===== config.mk =====
export PLATFORM = sky130hd
export DESIGN_NAME = lin_response_receiver_core_flat
export DESIGN_NICKNAME = d
export VERILOG_FILES = /design/src/design/lrr_pkg.sv /design/src/design/lrr_ifs.sv /design/src/design/lrr_queue.sv /design/src/design/lrr_front.sv /design/src/design/lrr_back.sv /design/src/design/lin_response_receiver_core.sv /design/src/flat_wrapper.sv
export VERILOG_INCLUDE_DIRS = /design/src /design/src/design
export SDC_FILE = /design/constraint.sdc
export NUM_CORES = 1
export LEC_CHECK = 0
export ABC_AREA = 1
export CAP_MARGIN = 10
export CORE_MARGIN = 4
export CORE_UTILIZATION = 35
export CTS_BUF_LIST = sky130_fd_sc_hd__clkbuf_8
export CTS_CLUSTER_DIAMETER = 60
export DETAILED_ROUTE_END_ITERATION = 7
export DONT_BUFFER_PORTS = 1
export GPL_ROUTABILITY_DRIVEN = 0
export PLACE_DENSITY_LB_ADDON = 0.25
export SYNTH_ARGS = -nofsm -noshare
export SYNTH_HDL_FRONTEND = slang
export SYNTH_SLANG_ARGS = --single-unit

===== constraint.sdc =====
create_clock -name clk -period 6 [get_ports clk]
set_input_delay 1.2 -clock clk [delete_from_list [all_inputs] [get_ports clk]]
set_output_delay 1.2 -clock clk [all_outputs]
set_load 0.02 [all_outputs]

===== src/design/lin_response_receiver_core_assert.svh =====
// Assertion macros for the LIN response receiver.
// All of them sample on clk and stand down while rst_n is low.
`ifndef LIN_RESPONSE_RECEIVER_CORE_ASSERT_SVH
`define LIN_RESPONSE_RECEIVER_CORE_ASSERT_SVH

// Same-cycle implication.
`define LRR_ASSERT_NOW(lbl, ante, cons, msg) \
    lbl: assert property (@(posedge clk) disable iff (!rst_n) (ante) |-> (cons)) \
        else $error(msg);

// Next-cycle implication.
`define LRR_ASSERT_NEXT(lbl, ante, cons, msg) \
    lbl: assert property (@(posedge clk) disable iff (!rst_n) (ante) |=> (cons)) \
        else $error(msg);

`endif


===== src/design/lrr_pkg.sv =====
`timescale 1ns / 1ps
`default_nettype none

package lrr_pkg;

    // Largest store the design supports (eight data bytes plus checksum).
    localparam int unsigned STORE_MAX = 9;
    localparam int unsigned LEN_W     = 4;

    // Diagnostic frame ids, always checked with the classic checksum.
    localparam logic [5:0] ID_DIAG_MASTER = 6'h3C;
    localparam logic [5:0] ID_DIAG_SLAVE  = 6'h3D;

    typedef enum logic [1:0] {
        OP_START = 2'd0,
        OP_BYTE  = 2'd1,
        OP_END   = 2'd2
    } op_t;

    // One closed frame, as handed from front to back.
    typedef struct packed {
        logic [7:0]                 pid;
        logic [STORE_MAX-1:0][7:0]  bytes;
        logic [LEN_W-1:0]           len;   // zero means too few bytes
        logic                       ok;
    } frame_rec_t;

    typedef struct packed {
        logic full;
        logic empty;
    } q_stat_t;

    function automatic logic [7:0] make_pid(input logic [5:0] id);
        logic p0;
        logic p1;
        p0 = id[0] ^ id[1] ^ id[2] ^ id[4];
        p1 = ~(id[1] ^ id[3] ^ id[4] ^ id[5]);
        return {p1, p0, id};
    endfunction

endpackage

`default_nettype wire


===== src/design/lrr_ifs.sv =====
`timescale 1ns / 1ps
`default_nettype none

interface lrr_cmd_if;
    logic       valid;
    logic       ready;
    logic [1:0] operation;
    logic [5:0] frame_id;
    logic [7:0] rx_byte;

    modport source (output valid, operation, frame_id, rx_byte, input ready);
    modport sink   (input valid, operation, frame_id, rx_byte, output ready);
endinterface

interface lrr_result_if;
    logic       valid;
    logic       ready;
    logic [7:0] protected_id;
    logic [7:0] data_out;
    logic       byte_present;
    logic       frame_ok;
    logic [3:0] length;
    logic       last;

    modport source (output valid, protected_id, data_out, byte_present, frame_ok,
                    length, last, input ready);
    modport sink   (input valid, protected_id, data_out, byte_present, frame_ok,
                    length, last, output ready);
endinterface

interface lrr_cfg_if;
    logic valid;
    logic ready;
    logic data;

    modport source (output valid, data, input ready);
    modport sink   (input valid, data, output ready);
endinterface

`default_nettype wire


===== src/design/lrr_queue.sv =====
`timescale 1ns / 1ps
`default_nettype none

module lrr_queue
(
    input  wire                    clk,
    input  wire                    rst_n,
    input  wire                    push,
    input  lrr_pkg::frame_rec_t    push_rec,
    input  wire                    pop,
    output lrr_pkg::frame_rec_t    pop_rec,
    output lrr_pkg::q_stat_t       stat
);

    lrr_pkg::frame_rec_t entry_reg [2];
    logic                wr_ptr_reg;
    logic                wr_ptr_next;
    logic                rd_ptr_reg;
    logic                rd_ptr_next;
    logic [1:0]          fill_reg;
    logic [1:0]          fill_next;
    logic                do_push;
    logic                do_pop;

    assign stat.full  = (fill_reg == 2'd2);
    assign stat.empty = (fill_reg == 2'd0);
    assign do_push    = push && !stat.full;
    assign do_pop     = pop && !stat.empty;
    assign pop_rec    = entry_reg[rd_ptr_reg];

    always_comb
    begin
        wr_ptr_next = do_push ? ~wr_ptr_reg : wr_ptr_reg;
        rd_ptr_next = do_pop ? ~rd_ptr_reg : rd_ptr_reg;
        fill_next   = fill_reg + {1'b0, do_push} - {1'b0, do_pop};
    end

    always_ff @(posedge clk or negedge rst_n)
    begin
        if (!rst_n)
        begin
            wr_ptr_reg <= 1'b0;
            rd_ptr_reg <= 1'b0;
            fill_reg   <= 2'd0;
        end
        else
        begin
            wr_ptr_reg <= wr_ptr_next;
            rd_ptr_reg <= rd_ptr_next;
            fill_reg   <= fill_next;
        end
    end

    // Hold entries until overwritten; no reset on payload.
    always_ff @(posedge clk)
    begin
        if (do_push)
        begin
            entry_reg[wr_ptr_reg] <= push_rec;
        end
    end

endmodule

`default_nettype wire


===== src/design/lrr_front.sv =====
`timescale 1ns / 1ps
`default_nettype none

module lrr_front
#(
    parameter int unsigned DEPTH = 9
)
(
    input  wire                    clk,
    input  wire                    rst_n,
    lrr_cmd_if.sink                cmd,
    lrr_cfg_if.sink                cfg,
    input  lrr_pkg::q_stat_t       q_stat,
    output logic                   push,
    output lrr_pkg::frame_rec_t    push_rec
);

    localparam int unsigned CNT_W = $clog2(DEPTH + 1);

    logic                   enh_reg;
    logic                   open_reg;
    logic                   open_next;
    logic [7:0]             pid_reg;
    logic [7:0]             pid_next;
    logic [CNT_W-1:0]       count_reg;
    logic [CNT_W-1:0]       count_next;
    logic [7:0]             sum_reg;
    logic [7:0]             sum_next;
    logic [DEPTH-1:0]       flags_reg;
    logic [DEPTH-1:0]       flags_next;
    logic [7:0]             store_reg  [DEPTH];
    logic [7:0]             store_next [DEPTH];

    logic                   accept;
    logic                   take_byte;
    logic                   closing;
    logic [8:0]             sum_wide;
    logic [7:0]             new_pid;
    logic [CNT_W-1:0]       match;
    lrr_pkg::op_t           op;

    assign cfg.ready = 1'b1;
    assign cmd.ready = !q_stat.full;
    assign accept    = cmd.valid && cmd.ready;
    assign op        = lrr_pkg::op_t'(cmd.operation);
    assign new_pid   = lrr_pkg::make_pid(cmd.frame_id);
    assign sum_wide  = {1'b0, sum_reg} + {1'b0, cmd.rx_byte};

    always_comb
    begin
        open_next  = open_reg;
        pid_next   = pid_reg;
        count_next = count_reg;
        sum_next   = sum_reg;
        flags_next = flags_reg;
        take_byte  = 1'b0;
        closing    = 1'b0;
        if (accept)
        begin
            case (op)
                lrr_pkg::OP_START:
                begin
                    open_next  = 1'b1;
                    pid_next   = new_pid;
                    count_next = '0;
                    flags_next = '0;
                    if (enh_reg && cmd.frame_id != lrr_pkg::ID_DIAG_MASTER
                        && cmd.frame_id != lrr_pkg::ID_DIAG_SLAVE)
                        sum_next = new_pid;
                    else
                        sum_next = 8'd0;
                end
                lrr_pkg::OP_BYTE:
                begin
                    if (open_reg && count_reg < CNT_W'(DEPTH))
                    begin
                        take_byte  = 1'b1;
                        count_next = count_reg + CNT_W'(1);
                        // Flag the byte if it closes the sum so far.
                        flags_next[count_reg] = (cmd.rx_byte == ~sum_reg);
                        // End-around carry: a carry out adds one back in.
                        sum_next   = sum_wide[8] ? sum_wide[7:0] + 8'd1 : sum_wide[7:0];
                        if (count_next == CNT_W'(DEPTH))
                        begin
                            closing   = 1'b1;
                            open_next = 1'b0;
                        end
                    end
                end
                lrr_pkg::OP_END:
                begin
                    if (open_reg)
                    begin
                        closing   = 1'b1;
                        open_next = 1'b0;
                    end
                end
                default:
                begin
                    open_next = open_reg;
                end
            endcase
        end
    end

    // Write the new byte into its slot.
    always_comb
    begin
        for (int i = 0; i < DEPTH; i++)
        begin
            store_next[i] = store_reg[i];
            if (take_byte && count_reg == CNT_W'(i))
            begin
                store_next[i] = cmd.rx_byte;
            end
        end
    end

    // Largest length of at least one whose checksum matched.
    always_comb
    begin
        match = '0;
        for (int k = 1; k < DEPTH; k++)
        begin
            if (CNT_W'(k) < count_next && flags_next[k])
                match = CNT_W'(k);
        end
    end

    always_comb
    begin
        push_rec.pid   = pid_reg;
        push_rec.bytes = '0;
        for (int i = 0; i < DEPTH; i++)
        begin
            push_rec.bytes[i] = store_next[i];
        end
        if (count_next < CNT_W'(2))
        begin
            push_rec.len = '0;
            push_rec.ok  = 1'b0;
        end
        else if (match != '0)
        begin
            push_rec.len = lrr_pkg::LEN_W'(match);
            push_rec.ok  = 1'b1;
        end
        else
        begin
            push_rec.len = lrr_pkg::LEN_W'(count_next);
            push_rec.ok  = 1'b0;
        end
    end

    assign push = closing;

    always_ff @(posedge clk or negedge rst_n)
    begin
        if (!rst_n)
        begin
            enh_reg   <= 1'b1;
            open_reg  <= 1'b0;
            pid_reg   <= 8'd0;
            count_reg <= '0;
            sum_reg   <= 8'd0;
            flags_reg <= '0;
        end
        else
        begin
            if (cfg.valid)
                enh_reg <= cfg.data;
            open_reg  <= open_next;
            pid_reg   <= pid_next;
            count_reg <= count_next;
            sum_reg   <= sum_next;
            flags_reg <= flags_next;
        end
    end

    always_ff @(posedge clk)
    begin
        for (int i = 0; i < DEPTH; i++)
        begin
            store_reg[i] <= store_next[i];
        end
    end

endmodule

`default_nettype wire


===== src/design/lrr_back.sv =====
`timescale 1ns / 1ps
`default_nettype none

module lrr_back
(
    input  wire                    clk,
    input  wire                    rst_n,
    input  lrr_pkg::q_stat_t       q_stat,
    input  lrr_pkg::frame_rec_t    pop_rec,
    output logic                   pop,
    lrr_result_if.source           result
);

    typedef enum logic {
        ST_IDLE,
        ST_STREAM
    } state_t;

    state_t                     state_reg;
    lrr_pkg::frame_rec_t        cur_reg;
    logic [3:0]                 idx_reg;
    logic                       out_valid_reg;
    logic [7:0]                 out_pid_reg;
    logic [7:0]                 out_data_reg;
    logic                       out_present_reg;
    logic                       out_ok_reg;
    logic [lrr_pkg::LEN_W-1:0]  out_len_reg;
    logic                       out_last_reg;

    logic                       advance;
    logic                       is_last;
    logic                       empty_frame;

    assign advance     = !out_valid_reg || result.ready;
    assign pop         = (state_reg == ST_IDLE) && !q_stat.empty;
    assign empty_frame = (cur_reg.len == '0);
    assign is_last     = empty_frame || (idx_reg + 4'd1 == cur_reg.len);

    assign result.valid        = out_valid_reg;
    assign result.protected_id = out_pid_reg;
    assign result.data_out     = out_data_reg;
    assign result.byte_present = out_present_reg;
    assign result.frame_ok     = out_ok_reg;
    assign result.length       = out_len_reg;
    assign result.last         = out_last_reg;

    always_ff @(posedge clk or negedge rst_n)
    begin
        if (!rst_n)
        begin
            state_reg       <= ST_IDLE;
            idx_reg         <= 4'd0;
            out_valid_reg   <= 1'b0;
            out_pid_reg     <= 8'd0;
            out_data_reg    <= 8'd0;
            out_present_reg <= 1'b0;
            out_ok_reg      <= 1'b0;
            out_len_reg     <= '0;
            out_last_reg    <= 1'b0;
        end
        else
        begin
            case (state_reg)
                ST_IDLE:
                begin
                    if (advance)
                        out_valid_reg <= 1'b0;
                    if (pop)
                    begin
                        state_reg <= ST_STREAM;
                        idx_reg   <= 4'd0;
                    end
                end
                ST_STREAM:
                begin
                    if (advance)
                    begin
                        out_valid_reg   <= 1'b1;
                        out_pid_reg     <= cur_reg.pid;
                        out_data_reg    <= empty_frame ? 8'd0 : cur_reg.bytes[idx_reg];
                        out_present_reg <= !empty_frame;
                        out_ok_reg      <= cur_reg.ok;
                        out_len_reg     <= cur_reg.len;
                        out_last_reg    <= is_last;
                        if (is_last)
                            state_reg <= ST_IDLE;
                        else
                            idx_reg <= idx_reg + 4'd1;
                    end
                end
                default:
                begin
                    state_reg <= ST_IDLE;
                end
            endcase
        end
    end

    always_ff @(posedge clk)
    begin
        if (pop)
            cur_reg <= pop_rec;
    end

endmodule

`default_nettype wire


===== src/design/lin_response_receiver_core.sv =====
// A closing item (end, or the byte that fills the store) gives its first result through the
// frame queue, the back end's record register (once it is idle) and the output register;
// the rest follow one a cycle while the sink takes them. Throughput: one item a cycle while
// the two-entry frame queue has room, and the queue sets how far the front runs on.
// Reset: frame closed, sum, count and flags cleared, enhanced checksum selected, queue and
// output empty; byte store contents undefined until written.
`timescale 1ns / 1ps
`default_nettype none

`include "lin_response_receiver_core_assert.svh"

module lin_response_receiver_core
#(
    parameter int unsigned MAX_DATA_BYTES = 8
)
(
    input  wire             clk,
    input  wire             rst_n,
    lrr_cmd_if.sink         cmd,
    lrr_cfg_if.sink         cfg,
    lrr_result_if.source    result
);

    // Data bytes plus the checksum byte.
    localparam int unsigned DEPTH = MAX_DATA_BYTES + 1;

    lrr_pkg::frame_rec_t    push_rec;
    lrr_pkg::frame_rec_t    pop_rec;
    lrr_pkg::q_stat_t       q_stat;
    logic                   push;
    logic                   pop;

    // Front: accept start, byte and end items, keep the running end-around-carry
    // sum and the per-byte checksum flags, and on close snapshot the frame,
    // its chosen length and its status into one queue record.
    lrr_front
    #(
        .DEPTH (DEPTH)
    )
    u_front
    (
        .clk      (clk),
        .rst_n    (rst_n),
        .cmd      (cmd),
        .cfg      (cfg),
        .q_stat   (q_stat),
        .push     (push),
        .push_rec (push_rec)
    );

    // Queue: hold up to two closed frames so the front keeps taking items
    // while the back streams an earlier frame.
    lrr_queue u_queue
    (
        .clk      (clk),
        .rst_n    (rst_n),
        .push     (push),
        .push_rec (push_rec),
        .pop      (pop),
        .pop_rec  (pop_rec),
        .stat     (q_stat)
    );

    // Back: pop one record, stream its bytes through the output register,
    // one item a cycle while the sink takes them, or one empty failed item for a too-short frame.
    lrr_back u_back
    (
        .clk     (clk),
        .rst_n   (rst_n),
        .q_stat  (q_stat),
        .pop_rec (pop_rec),
        .pop     (pop),
        .result  (result)
    );

    // A full queue must stall the command side.
    `LRR_ASSERT_NOW(a_full_stalls, q_stat.full, !cmd.ready, "command accepted while queue full")
    // A record pushed into an empty queue is there on the next cycle.
    `LRR_ASSERT_NEXT(a_push_lands, push && q_stat.empty, !q_stat.empty, "pushed record lost")
    // An empty result closes its frame and reports nothing.
    `LRR_ASSERT_NOW(a_empty_result, result.valid && !result.byte_present,
        result.last && !result.frame_ok && result.length == 4'd0, "malformed empty result")
    // A passing frame always carries a byte and a non-zero length.
    `LRR_ASSERT_NOW(a_ok_has_data, result.valid && result.frame_ok,
        result.byte_present && result.length != 4'd0, "ok result without data")

endmodule

`default_nettype wire


===== src/flat_wrapper.sv =====
// flat-port wrapper written by rule: the top's interface ports become plain ports
module lin_response_receiver_core_flat 
#(
    parameter int unsigned MAX_DATA_BYTES = 8
)
  (clk, rst_n, cmd_valid, cmd_operation, cmd_frame_id, cmd_rx_byte, cmd_ready, cfg_valid, cfg_data, cfg_ready, result_valid, result_protected_id, result_data_out, result_byte_present, result_frame_ok, result_length, result_last, result_ready);
  lrr_cmd_if cmd_i ();
  lrr_cfg_if cfg_i ();
  lrr_result_if result_i ();
  input  wire clk;
  input  wire rst_n;
  input wire logic [$bits(cmd_i.valid)-1:0] cmd_valid;
  input wire logic [$bits(cmd_i.operation)-1:0] cmd_operation;
  input wire logic [$bits(cmd_i.frame_id)-1:0] cmd_frame_id;
  input wire logic [$bits(cmd_i.rx_byte)-1:0] cmd_rx_byte;
  output wire logic [$bits(cmd_i.ready)-1:0] cmd_ready;
  input wire logic [$bits(cfg_i.valid)-1:0] cfg_valid;
  input wire logic [$bits(cfg_i.data)-1:0] cfg_data;
  output wire logic [$bits(cfg_i.ready)-1:0] cfg_ready;
  output wire logic [$bits(result_i.valid)-1:0] result_valid;
  output wire logic [$bits(result_i.protected_id)-1:0] result_protected_id;
  output wire logic [$bits(result_i.data_out)-1:0] result_data_out;
  output wire logic [$bits(result_i.byte_present)-1:0] result_byte_present;
  output wire logic [$bits(result_i.frame_ok)-1:0] result_frame_ok;
  output wire logic [$bits(result_i.length)-1:0] result_length;
  output wire logic [$bits(result_i.last)-1:0] result_last;
  input wire logic [$bits(result_i.ready)-1:0] result_ready;
  assign cmd_i.valid = cmd_valid;
  assign cmd_i.operation = cmd_operation;
  assign cmd_i.frame_id = cmd_frame_id;
  assign cmd_i.rx_byte = cmd_rx_byte;
  assign cmd_ready = cmd_i.ready;
  assign cfg_i.valid = cfg_valid;
  assign cfg_i.data = cfg_data;
  assign cfg_ready = cfg_i.ready;
  assign result_valid = result_i.valid;
  assign result_protected_id = result_i.protected_id;
  assign result_data_out = result_i.data_out;
  assign result_byte_present = result_i.byte_present;
  assign result_frame_ok = result_i.frame_ok;
  assign result_length = result_i.length;
  assign result_last = result_i.last;
  assign result_i.ready = result_ready;
  lin_response_receiver_core #(.MAX_DATA_BYTES(MAX_DATA_BYTES)) u_core (.clk(clk), .rst_n(rst_n), .cmd(cmd_i), .cfg(cfg_i), .result(result_i));
endmodule

==> reports/metrics.yaml <==
die:
  fp.dieH_um: 217
  coreArea_mm2: 0.0432
  die-area_mm2: 0.0471
  die_w_um: 217
  start_util: 0.354
  rows: 76
  io_pins: 48
sta:
  fmax_ghz: 0.273
  worst_pin_slew_ps: 963
  clock_skew_ps: 24.6
  period_share: 0.610
  period_needed_ps: 3660
  slew_violations: 0
  setup_viol: 0
  finalHoldViolCount: 0
  slew_headroom: 0.358
  finalSetupTns_ps: 0
  rsz0062_at_grt: "false"
clock_network:
  postCtsSetupBuffers: 0
  path_clk_slew_ps: 60
  cts_tree: "done"
  post_cts_resized: 0
  clock_latency_ps: 580
  cts_sinks: 390
  cts_buffers: 67
  hold_buffers: 0
  ctsRootBufferMaster: "clkbuf_8"
  clockBufferDepth: 3
  htree_levels: 3
hold_path:
  holdCritPathClass: "primary input to asynchronous set/reset pin"
cells_and_area:
  layout_common_cells: "512 x nand2_1, 255 x edfxtp_1, 104 x o21ai_0"
  largest_register_ffs: 170
  drive_above_1_share: 0.0956
  area_growth_pct: 12.7
  fin_cells: 2050
  fin_area_mm2: 0.0172
  nNetsFinal: 1455
  final_common_cell: "nand2_1"
  fin_util: 0.399
  n_fill_cell: 4136
power:
  p_leak_nw: 6.96
  total_power_mw: 7.91
  swShare: 0.347
  p_sw_mw: 2.74
  comb_power_share: 0.236
  p_int_mw: 5.17
  vdd.ir_drop.worst_mv: 0.192
  power_frac_clock: 0.289
  power_density_mw_per_mm2: 459
  seq_power_share: 0.475
setup_path:
  r2r-start: "u_core.u_front.count_reg[0]"
  crit_end: "u_core.u_queue.entry_reg[1][61]"
  worstPathArrival_ps: 3870
  crit_cells: 11
  crit_start: "cmd_operation[1]"
  cp-start-kind: "primary input"
  critPathSlowestCell: "nor2_4"
  worstPathRequired_ps: 6210
  critical_path_class: "primary input to register"
  endpoint_kind: "register"
  r2r_end: "u_core.u_queue.entry_reg[1][61]"
  rrSetupSlack_ps: 2660
  cp_cell_sequence: "inv_1 -> ha_1 -> nand3_4 -> inv_2 -> nand2_1 -> inv_2 -> nand2_1 -> o21ai_0 -> nand2_1 -> nor2_4 -> buf_12"
  rr_worst_depth: 11
  cp_max_fo: 59
  crit_path_frequent_cell: "nand2_1"
  crit_buf_inv: 4
  max_stage_delay_ps: 740
  crit_family: "simple AND/OR/NAND/NOR gates"
logic_synthesis:
  synth-edff-count: 255
  synthAdderAreaFrac: 0.0193
  syn_avg_cell_area_um2: 11.1
  synthesis.nets: 1423
  synth-seq-area-share: 0.698
  synthArstFlopShare: 0.162
  ys_warn_count: 0
  synth_xor_area_frac: 0.0115
  synth-compound-area-share: 0.0607
  syn_area_mm2: 0.0153
  synth-main-ff-cell: "edfxtp_1"
  synth-simple-area-share: 0.178
  synth-seq-cells: 390
  synth_top_family_by_area: "simple AND/OR/NAND/NOR gates"
  synth.distinct_cells: 42
  syn_inst: 1378
  synth.area.mux_share: 0
global_routing:
  grt_usage: 0.143
  grt_pass1_wl_mm: 52.5
  grt.overflow.total: 0
  grt_pass1_vias: 9325
  antenna_found_initial: 1
  grt_start_max_net_pins: 77
drt:
  vias_per_cell: 4.64
  wl_per_cell_um: 16.3
  drc_errors: 0
  wl_mm: 33.4
  drt_iter0_markers: 711
  num_vias: 9503
  drt_first_pass_iters: 5
  postRouteAntennaNets: 0
placed_design:
  placed_cell_area_mm2: 0.0159
  dpl.cell_count: 1926
  hpwl_mm: 20.4
  place.port_buffers: 0
outcome:
  status: "completed"
run:
  drv_cap: 0
[per-layer routing]
layer / part of all wire / track usage / wire length, um
met2: 0.47 / 0.228 / 15600
met4: 0.019 / 0.0469 / 633
met3: 0.043 / 0.0302 / 1440
met1: 0.47 / 0.195 / 15700
met5: 0 / 0 / 0
[metrics by stage]
step           setup WS (ps)  hold slack, ps
3_3_place_gp            1850             430
3_5_place_dp            1790             438
6_report                2340             321
5_1_grt                 2140             270
4_1_cts                 2400             271
2_1_floorplan           1200             426
[power by group through the flow]
stage | Sequential (mW) | Clock [mW] | Combinational, mW
floorplan | 3.71 | 0 | 1.37
global placement | 3.81 | 0 | 1.86
detailed placement | 3.81 | 0 | 1.89
CTS | 3.77 | 2.36 | 1.90
global route | 3.80 | 2.49 | 2.13
finish | 3.76 | 2.28 | 1.87
[cells by family after synthesis]
logic type	count (synthesis)
and+or+nand+nor	652
AOI/OAI and AO/OA	169
adders and majority gates	23
DFF	390
other	1
buffers and inverters	123
xor gates and xnor gates	20
[worst min path at each step]
stage,end,depth (start not counted),startpoint,slack [ps]
floorplan,u_core.u_back.result.frame_ok,2,u_core.u_back.cur_reg[0],430
global placement,u_core.u_back.result.protected_id[1],2,u_core.u_back.cur_reg[78],430
detailed placement,u_core.u_back.result.protected_id[2],2,u_core.u_back.cur_reg[79],440
CTS,u_core.u_back.result.length[1],0,rst_n,270
global route,u_core.u_back.idx_reg[1],0,rst_n,270
finish,u_core.u_back.result.length[1],0,rst_n,320
[area by class of cell]
class                           instances  area, um2  share of cell area
Multi-Input combinational cell        865       4140               0.240
Timing Repair Buffer                    9       92.6             0.00538
Antenna cell                            1       2.50            0.000145
Sequential cell                       390      10700               0.620
Tap cell                              585        732              0.0425
Clock buffer                           72        991              0.0575
Clock inverter                         51        299              0.0174
Inverter                               77        290              0.0169
[cells in the mapped netlist, drive strengths merged, types with 4 or more instances]
master  instances  area share
clkbuf         35      0.0086
nand2         523        0.13
nor3            7      0.0029
inv            73       0.018
dfrtp          62        0.10
o21ai         109       0.036
nand3          57       0.023
o221ai         17      0.0097
a21oi          38       0.012
buf            11      0.0043
nand4           8      0.0037
xnor2           8      0.0046
xor2           12      0.0069
dfxtp          72       0.094
edfxtp        255        0.50
clkinv          4     0.00098
nor2           55       0.015
ha             22       0.018
No activity file was read; power rests on OpenSTA's default activity.
